[config.mk]
export PLATFORM = sky130hd
export DESIGN_NAME = rgb_to_hsv_converter_flat
export DESIGN_NICKNAME = d
export VERILOG_FILES = /design/src/rtl/core/r2h_pkg.sv /design/src/rtl/core/r2h_if.sv /design/src/rtl/core/rgb_to_hsv_converter.sv /design/src/flat_wrapper.sv
export SDC_FILE = /design/constraint.sdc
export NUM_CORES = 2
export LEC_CHECK = 0
export BUFFER_PORTS_ARGS = -buffer_cell sky130_fd_sc_hd__buf_2
export CAP_MARGIN = 25
export CORE_MARGIN = 1.5
export CORE_UTILIZATION = 64
export CTS_CLUSTER_DIAMETER = 80
export CTS_CLUSTER_SIZE = 8
export DETAILED_ROUTE_END_ITERATION = 12
export PLACE_DENSITY = 0.81
export SYNTH_ARGS = -nofsm -noshare
export SYNTH_HDL_FRONTEND = slang
export SYNTH_SLANG_ARGS = --single-unit
[constraint.sdc]
create_clock -name clk_i -period 7.5 [get_ports clk_i]
set_clock_uncertainty 0.2 [all_clocks]
set_input_delay 0.75 -clock clk_i [delete_from_list [all_inputs] [get_ports clk_i]]
set_output_delay 0.75 -clock clk_i [all_outputs]
set_load 0.01 [all_outputs]
[src/rtl/core/r2h_pkg.sv]
// r2h_pkg: widths, constants and pipeline stage types of the rgb to hsv converter
// no dependencies; imported by the channel interfaces, the core and the checker
`default_nettype none

package r2h_pkg;

  localparam int unsigned ChanW  = 8;
  localparam int unsigned HueW   = 13;
  localparam int unsigned HueQW  = 10;
  localparam int unsigned HueNW  = 18;
  localparam int unsigned SatQW  = 8;
  localparam int unsigned SatNW  = 16;

  localparam int unsigned HueScale = 960;
  localparam int unsigned ChanFull = 255;

  localparam logic [HueW-1:0] HueRedOffset   = 13'd0;
  localparam logic [HueW-1:0] HueGreenOffset = 13'd1920;
  localparam logic [HueW-1:0] HueBlueOffset  = 13'd3840;
  localparam logic [HueW-1:0] HueFullTurn    = 13'd5760;

  typedef logic [ChanW-1:0] chan_t;
  typedef logic [HueW-1:0]  hue_t;

  typedef enum logic [2:0] {
    SecRed   = 3'b001,
    SecGreen = 3'b010,
    SecBlue  = 3'b100
  } sector_e;

  typedef struct packed {
    logic    valid;
    sector_e sector;
    chan_t   max;
    chan_t   min;
    chan_t   pos;
    chan_t   negop;
    chan_t   alpha;
  } front_t;

  typedef struct packed {
    logic              valid;
    sector_e           sector;
    logic              neg;
    logic              hue_zero;
    logic              sat_zero;
    logic [HueNW-1:0]  hue_rem;
    chan_t             delta;
    logic [HueQW-1:0]  hue_quo;
    logic [SatNW-1:0]  sat_rem;
    chan_t             max;
    logic [SatQW-1:0]  sat_quo;
    chan_t             alpha;
  } div_t;

endpackage

`default_nettype wire

[src/rtl/core/r2h_if.sv]
// r2h_pix_if and r2h_hsv_if: valid/ready channels for rgba pixels and hsv results
// depends on r2h_pkg
`default_nettype none

interface r2h_pix_if;
  import r2h_pkg::*;

  logic  valid;
  logic  ready;
  chan_t red;
  chan_t green;
  chan_t blue;
  chan_t alpha;

  modport source (output valid, output red, output green, output blue, output alpha,
                  input ready);
  modport sink   (input valid, input red, input green, input blue, input alpha,
                  output ready);
endinterface

interface r2h_hsv_if;
  import r2h_pkg::*;

  logic  valid;
  logic  ready;
  hue_t  hue;
  chan_t saturation;
  chan_t brightness;
  chan_t alpha_out;

  modport source (output valid, output hue, output saturation, output brightness,
                  output alpha_out, input ready);
  modport sink   (input valid, input hue, input saturation, input brightness,
                  input alpha_out, output ready);
endinterface

`default_nettype wire

[src/rtl/core/rgb_to_hsv_converter.sv]
// rgb_to_hsv_converter: pipelined rgba to hsv conversion, one pixel per transaction
// depends on r2h_pkg, r2h_pix_if and r2h_hsv_if
// stages: front register, dividend register, the 10-stage restoring hue divider
// (one quotient bit per stage) and the output register
// throughput: one transaction per cycle while hsv_o.ready is high; stalled stages fill bubbles upstream
// reset: asynchronous, active low, clears every stage valid bit
`default_nettype none

module rgb_to_hsv_converter (
  input  logic         clk_i,
  input  logic         rst_ni,
  r2h_pix_if.sink      pix_i,
  r2h_hsv_if.source    hsv_o
);
  import r2h_pkg::*;

  front_t             a_d;
  front_t             a_q;
  div_t               b_d;
  div_t               pipe_q [HueQW+1];
  logic [HueQW:0]     en_pipe;
  logic               en_a;
  logic               en_out;

  logic               out_valid_q;
  hue_t               hue_d;
  hue_t               hue_q;
  chan_t              sat_d;
  chan_t              sat_q;
  chan_t              bright_q;
  chan_t              alpha_q;

  chan_t              abs_diff;
  logic               diff_neg;
  chan_t              delta;
  hue_t               offset;
  logic [HueW:0]      hue_sub;

  // enable chain, bubbles collapse toward the output
  assign en_out           = !out_valid_q || hsv_o.ready;
  assign en_pipe[HueQW]   = !pipe_q[HueQW].valid || en_out;
  for (genvar k = 0; k < HueQW; k++) begin : g_en
    assign en_pipe[k] = !pipe_q[k].valid || en_pipe[k+1];
  end
  assign en_a        = !a_q.valid || en_pipe[0];
  assign pix_i.ready = en_a;

  // front: sector, max, min and difference operands
  always_comb begin
    a_d       = '0;
    a_d.valid = pix_i.valid;
    a_d.alpha = pix_i.alpha;
    if (pix_i.red >= pix_i.green && pix_i.red >= pix_i.blue) begin
      a_d.sector = SecRed;
      a_d.max    = pix_i.red;
      a_d.pos    = pix_i.green;
      a_d.negop  = pix_i.blue;
    end else if (pix_i.green >= pix_i.blue) begin
      a_d.sector = SecGreen;
      a_d.max    = pix_i.green;
      a_d.pos    = pix_i.blue;
      a_d.negop  = pix_i.red;
    end else begin
      a_d.sector = SecBlue;
      a_d.max    = pix_i.blue;
      a_d.pos    = pix_i.red;
      a_d.negop  = pix_i.green;
    end
    if (pix_i.red <= pix_i.green && pix_i.red <= pix_i.blue) begin
      a_d.min = pix_i.red;
    end else if (pix_i.green <= pix_i.blue) begin
      a_d.min = pix_i.green;
    end else begin
      a_d.min = pix_i.blue;
    end
  end

  always_ff @(posedge clk_i or negedge rst_ni) begin
    if (!rst_ni) begin
      a_q <= '0;
    end else if (en_a) begin
      a_q <= a_d;
    end
  end

  // delta, magnitude of the difference and both dividends
  always_comb begin
    diff_neg = a_q.pos < a_q.negop;
    abs_diff = diff_neg ? (a_q.negop - a_q.pos) : (a_q.pos - a_q.negop);
    delta    = a_q.max - a_q.min;

    b_d          = '0;
    b_d.valid    = a_q.valid;
    b_d.sector   = a_q.sector;
    b_d.neg      = diff_neg;
    b_d.hue_zero = (delta == '0);
    b_d.sat_zero = (a_q.max == '0);
    b_d.hue_rem  = HueNW'(abs_diff) * HueNW'(HueScale);
    b_d.delta    = delta;
    b_d.sat_rem  = SatNW'(delta) * SatNW'(ChanFull);
    b_d.max      = a_q.max;
    b_d.alpha    = a_q.alpha;
  end

  always_ff @(posedge clk_i or negedge rst_ni) begin
    if (!rst_ni) begin
      pipe_q[0] <= '0;
    end else if (en_pipe[0]) begin
      pipe_q[0] <= b_d;
    end
  end

  // restoring division, one hue quotient bit per stage, one saturation quotient bit in the last SatQW stages
  for (genvar k = 0; k < HueQW; k++) begin : g_div
    localparam int unsigned BitIdx = HueQW - 1 - k;
    logic [HueNW-1:0] hue_trial;
    logic [SatNW-1:0] sat_trial;
    div_t             step_d;

    always_comb begin
      step_d    = pipe_q[k];
      hue_trial = HueNW'(pipe_q[k].delta) << BitIdx;
      sat_trial = SatNW'(pipe_q[k].max) << BitIdx;
      if (pipe_q[k].hue_rem >= hue_trial) begin
        step_d.hue_rem         = pipe_q[k].hue_rem - hue_trial;
        step_d.hue_quo[BitIdx] = 1'b1;
      end
      if (BitIdx < SatQW) begin
        if (pipe_q[k].sat_rem >= sat_trial) begin
          step_d.sat_rem = pipe_q[k].sat_rem - sat_trial;
          step_d.sat_quo[BitIdx % SatQW] = 1'b1;
        end
      end
    end

    always_ff @(posedge clk_i or negedge rst_ni) begin
      if (!rst_ni) begin
        pipe_q[k+1] <= '0;
      end else if (en_pipe[k+1]) begin
        pipe_q[k+1] <= step_d;
      end
    end
  end

  // sector offset, sign and wrap
  always_comb begin
    case (pipe_q[HueQW].sector)
      SecRed:   offset = HueRedOffset;
      SecGreen: offset = HueGreenOffset;
      SecBlue:  offset = HueBlueOffset;
      default:  offset = HueRedOffset;
    endcase
    hue_sub = {1'b0, offset} - (HueW+1)'(pipe_q[HueQW].hue_quo);
    if (pipe_q[HueQW].hue_zero) begin
      hue_d = '0;
    end else if (!pipe_q[HueQW].neg) begin
      hue_d = offset + HueW'(pipe_q[HueQW].hue_quo);
    end else if (hue_sub[HueW]) begin
      hue_d = HueW'(hue_sub + {1'b0, HueFullTurn});
    end else begin
      hue_d = hue_sub[HueW-1:0];
    end
    sat_d = pipe_q[HueQW].sat_zero ? '0 : pipe_q[HueQW].sat_quo;
  end

  always_ff @(posedge clk_i or negedge rst_ni) begin
    if (!rst_ni) begin
      out_valid_q <= 1'b0;
    end else if (en_out) begin
      out_valid_q <= pipe_q[HueQW].valid;
    end
  end

  always_ff @(posedge clk_i) begin
    if (en_out) begin
      hue_q    <= hue_d;
      sat_q    <= sat_d;
      bright_q <= pipe_q[HueQW].max;
      alpha_q  <= pipe_q[HueQW].alpha;
    end
  end

  assign hsv_o.valid      = out_valid_q;
  assign hsv_o.hue        = hue_q;
  assign hsv_o.saturation = sat_q;
  assign hsv_o.brightness = bright_q;
  assign hsv_o.alpha_out  = alpha_q;

endmodule

`default_nettype wire

[src/flat_wrapper.sv]
// flat-port wrapper written by rule: the top's interface ports become plain ports
module rgb_to_hsv_converter_flat import r2h_pkg::*;
  (clk_i, rst_ni, pix_i_valid, pix_i_red, pix_i_green, pix_i_blue, pix_i_alpha, pix_i_ready, hsv_o_valid, hsv_o_hue, hsv_o_saturation, hsv_o_brightness, hsv_o_alpha_out, hsv_o_ready);
  r2h_pix_if pix_i_i ();
  r2h_hsv_if hsv_o_i ();
  input  logic clk_i;
  input  logic rst_ni;
  input wire logic [$bits(pix_i_i.valid)-1:0] pix_i_valid;
  input wire logic [$bits(pix_i_i.red)-1:0] pix_i_red;
  input wire logic [$bits(pix_i_i.green)-1:0] pix_i_green;
  input wire logic [$bits(pix_i_i.blue)-1:0] pix_i_blue;
  input wire logic [$bits(pix_i_i.alpha)-1:0] pix_i_alpha;
  output wire logic [$bits(pix_i_i.ready)-1:0] pix_i_ready;
  output wire logic [$bits(hsv_o_i.valid)-1:0] hsv_o_valid;
  output wire logic [$bits(hsv_o_i.hue)-1:0] hsv_o_hue;
  output wire logic [$bits(hsv_o_i.saturation)-1:0] hsv_o_saturation;
  output wire logic [$bits(hsv_o_i.brightness)-1:0] hsv_o_brightness;
  output wire logic [$bits(hsv_o_i.alpha_out)-1:0] hsv_o_alpha_out;
  input wire logic [$bits(hsv_o_i.ready)-1:0] hsv_o_ready;
  assign pix_i_i.valid = pix_i_valid;
  assign pix_i_i.red = pix_i_red;
  assign pix_i_i.green = pix_i_green;
  assign pix_i_i.blue = pix_i_blue;
  assign pix_i_i.alpha = pix_i_alpha;
  assign pix_i_ready = pix_i_i.ready;
  assign hsv_o_valid = hsv_o_i.valid;
  assign hsv_o_hue = hsv_o_i.hue;
  assign hsv_o_saturation = hsv_o_i.saturation;
  assign hsv_o_brightness = hsv_o_i.brightness;
  assign hsv_o_alpha_out = hsv_o_i.alpha_out;
  assign hsv_o_i.ready = hsv_o_ready;
  rgb_to_hsv_converter u_core (.clk_i(clk_i), .rst_ni(rst_ni), .pix_i(pix_i_i), .hsv_o(hsv_o_i));
endmodule
==> impl_summary.log <==
INFO  metric fin_crit_sh = 0.8901
INFO  metric timing.fmax = 149.8 MHz
INFO  metric crit-reg2reg-launch = u_core.a_q[32]
INFO  metric grt_pass1_vias = 33110
INFO  metric floorplan.core_area = 65860 sq um
INFO  metric path_class = reg -> reg
INFO  metric std_cell_rows = 94
INFO  metric synth.area.mux_share = 0.01931
INFO  metric wl = 95230 um
INFO  metric final_antenna_net_count = 0
INFO  metric grt_overflow_total = 0
INFO  metric timing.critical_path.to_type = flip-flop
INFO  metric synth-compound-area-share = 0.1471
INFO  metric antenna_found_initial = 0
INFO  metric buffer_ports.inserted = 74
INFO  metric synth_top_family_by_area = simple AND/OR/NAND/NOR gates
INFO  metric router_iterations_before_antenna_repair = 8
INFO  metric layout_commonest_cell = sky130_fd_sc_hd__nand2_1
INFO  metric r2r_end = u_core.g_div[0].step_d[38]
INFO  metric grt_start_max_net_pins = 154
INFO  metric setup-tns-final = 0 ns
INFO  metric min_path_cells = 3
INFO  metric cp_slowest_stage_delay = 0.60 ns
INFO  metric number_of_cells_produced_by_synthesis = 4785
INFO  metric slew-limit-headroom = 0.2866
INFO  metric synth_enable_flop_cells = 37
INFO  metric outcome = complete, no violations
INFO  metric final-max-slew-violation-count = 0
INFO  metric depth_of_the_worst_register_to_register_path = 24
INFO  metric post_synth_instance_area = 42690 sq um
INFO  metric cts.path.max_buffers = 3
INFO  metric path_delay_family = adder cells
INFO  metric insertedDiodeCount = 0
INFO  metric crit_arrival = 6.99 ns
INFO  metric max_slew.worst_pin.slew = 1.068 ns
INFO  metric worstPathCellList = inv_1 > ha_1 > inv_1 > fa_1 > a21o_1 > a21oi_1 > o21bai_1 > a21oi_1 > xnor2_1 > inv_1 > fa_1 > inv_1 > fa_1 > fa_1 > inv_1 > fa_1 > inv_1 > ha_1 > o21a_1 > o31a_1 > or4_1 > a31oi_1 > xor2_1 > o21ai_0
INFO  metric synth.lib_cells_used.distinct = 84
INFO  metric drive_gt1_frac = 0.06814
INFO  metric wire_length_of_the_first_global_routing_pass = 160700 um
INFO  metric dieArea = 68260 sq um
INFO  metric hold_viol_final = 0
INFO  metric hp-start = pix_i_alpha[2]
INFO  metric maxCapViolations = 0
INFO  metric die_width = 261.3 um
INFO  metric numCtsBuffers = 109
INFO  metric synth_largest_area_cell = sky130_fd_sc_hd__dfrtp_1
INFO  metric synth.ff_latch_count = 791
INFO  metric place.gp.congestion = 0.8987
INFO  metric final_cell_mix = sky130_fd_sc_hd__nand2_1, sky130_fd_sc_hd__dfrtp_1, sky130_fd_sc_hd__o21ai_0, sky130_fd_sc_hd__inv_1, sky130_fd_sc_hd__a21oi_1
INFO  metric cts_root_buffer = sky130_fd_sc_hd__clkbuf_16
INFO  metric crit_path_max_fanout = 7
INFO  metric final_period_minus_worst_setup_slack = 6.676 ns
INFO  metric via_per_inst = 5.832
INFO  metric mappedNetlistNets = 5132
INFO  metric met2_length = 48000 um
INFO  metric crit_path_top_delay_cell = sky130_fd_sc_hd__fa_1
INFO  metric final-setup-viol-count = 0
INFO  metric remaining_drc_errors = 0
INFO  metric cp_num_buf_inv = 6
INFO  metric dr_wl_met3 = 3350 um
INFO  metric worst_setup_path_startpoint = u_core.a_q[32]
INFO  metric htree_num_levels = 3
INFO  metric routed.top_layer = met4
INFO  metric worst_hold_path.endpoint = u_core.a_q[2]
INFO  metric nets = 5171
INFO  metric ioPinCount = 75
INFO  metric p_r_area_growth_vs_syn = 9.816%
INFO  metric clkTransAtPathRegs = 0.05 ns
INFO  metric dp.final_hpwl = 66470 um
INFO  metric initial_utilization = 0.6482
INFO  metric post_synth_xor_area_fraction = 0.02913
INFO  metric synth_area_leaders = sky130_fd_sc_hd__dfrtp_1, sky130_fd_sc_hd__nand2_1, sky130_fd_sc_hd__ha_1
INFO  metric syn-mean-instance-area = 8.922 sq um
INFO  metric synth_ff_type = sky130_fd_sc_hd__dfrtp_1
INFO  metric routed_wire_length_per_instance = 16.69 um
INFO  metric worstSetupStartpointType = flip-flop
INFO  metric via_count = 33290
INFO  metric tritoncts = yes
INFO  metric synthArstFlopShare = 0.9532
INFO  metric synth-seq-area-share = 0.4680
INFO  metric synth_fa_ha_area_frac = 0.1012
INFO  metric drt-met1-wl = 40570 um
INFO  metric hp-class = in -> reg
INFO  metric critPathRequiredTime = 7.81 ns
INFO  metric groute.usage.overall = 0.2847
INFO  metric initialDrtViolationCount = 2414
INFO  metric floorplan.die.height = 261.3 um
INFO  metric clk-insertion-delay-late = 0.67 ns
INFO  metric synth.yosys.warnings = 0
INFO  metric worst_path_most_repeated_cell = sky130_fd_sc_hd__inv_1
INFO  metric timing.reg2reg.setup_slack = 0.82 ns
INFO  metric synth_top_cell_area_share = 0.4420
INFO  metric filler_cell_count = 4820
INFO  metric cts_sinks = 791
INFO  metric synth-simple-area-share = 0.1905
INFO  metric rsz_0062_raised_after_global_routing = no
-- repair_timing --
item	CTS	global route
hold endpoints to repair	76	0
hold buffers	1	0
resized for setup	0	0
buffers inserted	0	0
-- worst register-to-register path, cell delays in order (launching register included) --
cell and delay (ns):
sky130_fd_sc_hd__dfrtp_1 0.40, sky130_fd_sc_hd__inv_1 0.08, sky130_fd_sc_hd__ha_1 0.16, sky130_fd_sc_hd__inv_1 0.06
sky130_fd_sc_hd__fa_1 0.40, sky130_fd_sc_hd__a21o_1 0.17, sky130_fd_sc_hd__a21oi_1 0.21, sky130_fd_sc_hd__o21bai_1 0.08
sky130_fd_sc_hd__a21oi_1 0.27, sky130_fd_sc_hd__xnor2_1 0.37, sky130_fd_sc_hd__inv_1 0.23, sky130_fd_sc_hd__fa_1 0.60
sky130_fd_sc_hd__inv_1 0.08, sky130_fd_sc_hd__fa_1 0.52, sky130_fd_sc_hd__fa_1 0.55, sky130_fd_sc_hd__inv_1 0.06
sky130_fd_sc_hd__fa_1 0.52, sky130_fd_sc_hd__inv_1 0.04, sky130_fd_sc_hd__ha_1 0.33, sky130_fd_sc_hd__o21a_1 0.13
sky130_fd_sc_hd__o31a_1 0.14, sky130_fd_sc_hd__or4_1 0.45, sky130_fd_sc_hd__a31oi_1 0.22, sky130_fd_sc_hd__xor2_1 0.16
sky130_fd_sc_hd__o21ai_0 0.09
-- logic make-up after synthesis --
logic type      Yosys count
simple gates           1901
compound gates         1056
flops                   791
buf+inv                 505
fa+ha+maj               312
xor+xnor                142
mux                      78
-- sequential cells by signal (all words and copies together) (netlist names) --
name / count
u_core.pipe_q: 304
u_core.g_div.step_d: 256
u_core.g_div.sat_trial: 79
u_core.g_div.hue_trial: 70
u_core.a_q: 44
u_core.hsv_o.hue: 13
u_core.hsv_o.alpha_out: 8
u_core.hsv_o.brightness: 8
u_core.hsv_o.saturation: 8
u_core.hsv_o.valid: 1
-- synth_stat cells (all sizes together) (7+ instances only) --
cell	instances
nand3	44
a21oi	312
edfxtp	37
nand2b	43
or3	28
xnor2	93
nand2	1203
nand4	22
and3	15
o221a	8
ha	255
a2111oi	12
nor2	314
xor2	49
or2	15
mux2	35
o211ai	29
a21o	29
nor4	30
o21a	60
o21ai	387
clkbuf	161
o22ai	37
and2	14
o31a	25
o2111ai	8
o31ai	23
dfrtp	754
mux2i	43
nor3	63
buf	28
a31oi	28
a211oi	38
nor2b	57
inv	316
fa	56
o21bai	7
or4	14
-- final cells by class --
type	count	area [sq um]	area share
multi-input cells	3489	20880	0.4454
clock buffers	121	2783	0.05936
flip-flops and latches	791	19980	0.4262
inverters	316	1186	0.02530
repair buffers	117	768.2	0.01639
clock inverters	9	203.9	0.004350
well taps	864	1081	0.02306
-- worst max path at each step --
stage,end,slack [ns],cells after the start
global placement,u_core.g_div[0].step_d[38],0.98,24
detailed placement,u_core.g_div[0].step_d[38],0.83,24
CTS,u_core.g_div[0].step_d[38],0.81,24
finish,u_core.g_div[0].step_d[38],0.82,24
floorplan,u_core.g_div[0].step_d[38],1.40,24
global route,u_core.g_div[0].step_d[38],0.37,24
-- layer usage --
layer	vias up	track usage
met2	745	0.5019
met1	16090	0.3602
met3	196	0.03339
met4	0	0.1081
li1	16260	-
met5	-	0
-- through the flow --
stage / instance area [sq um] / hold slack, ns / util / cells / worst slack, ns
2_1_floorplan: 42690 / 0.2248 / - / 4785 / 1.399
3_3_place_gp: 43820 / 0.2313 / 0.6653 / 5569 / 0.9797
3_5_place_dp: 43830 / 0.2386 / 0.6655 / 5571 / 0.8320
4_1_cts: 46830 / 0.04319 / 0.7110 / 5702 / 0.8083
5_1_grt: 46880 / 0.06587 / 0.7118 / 5707 / 0.3709
6_report: 46880 / 0.07061 / 0.7118 / 5707 / 0.8239
Power is left out: the tool's default activity adds up to more than one toggle a clock period on the data nets, which glitch-free logic cannot reach.
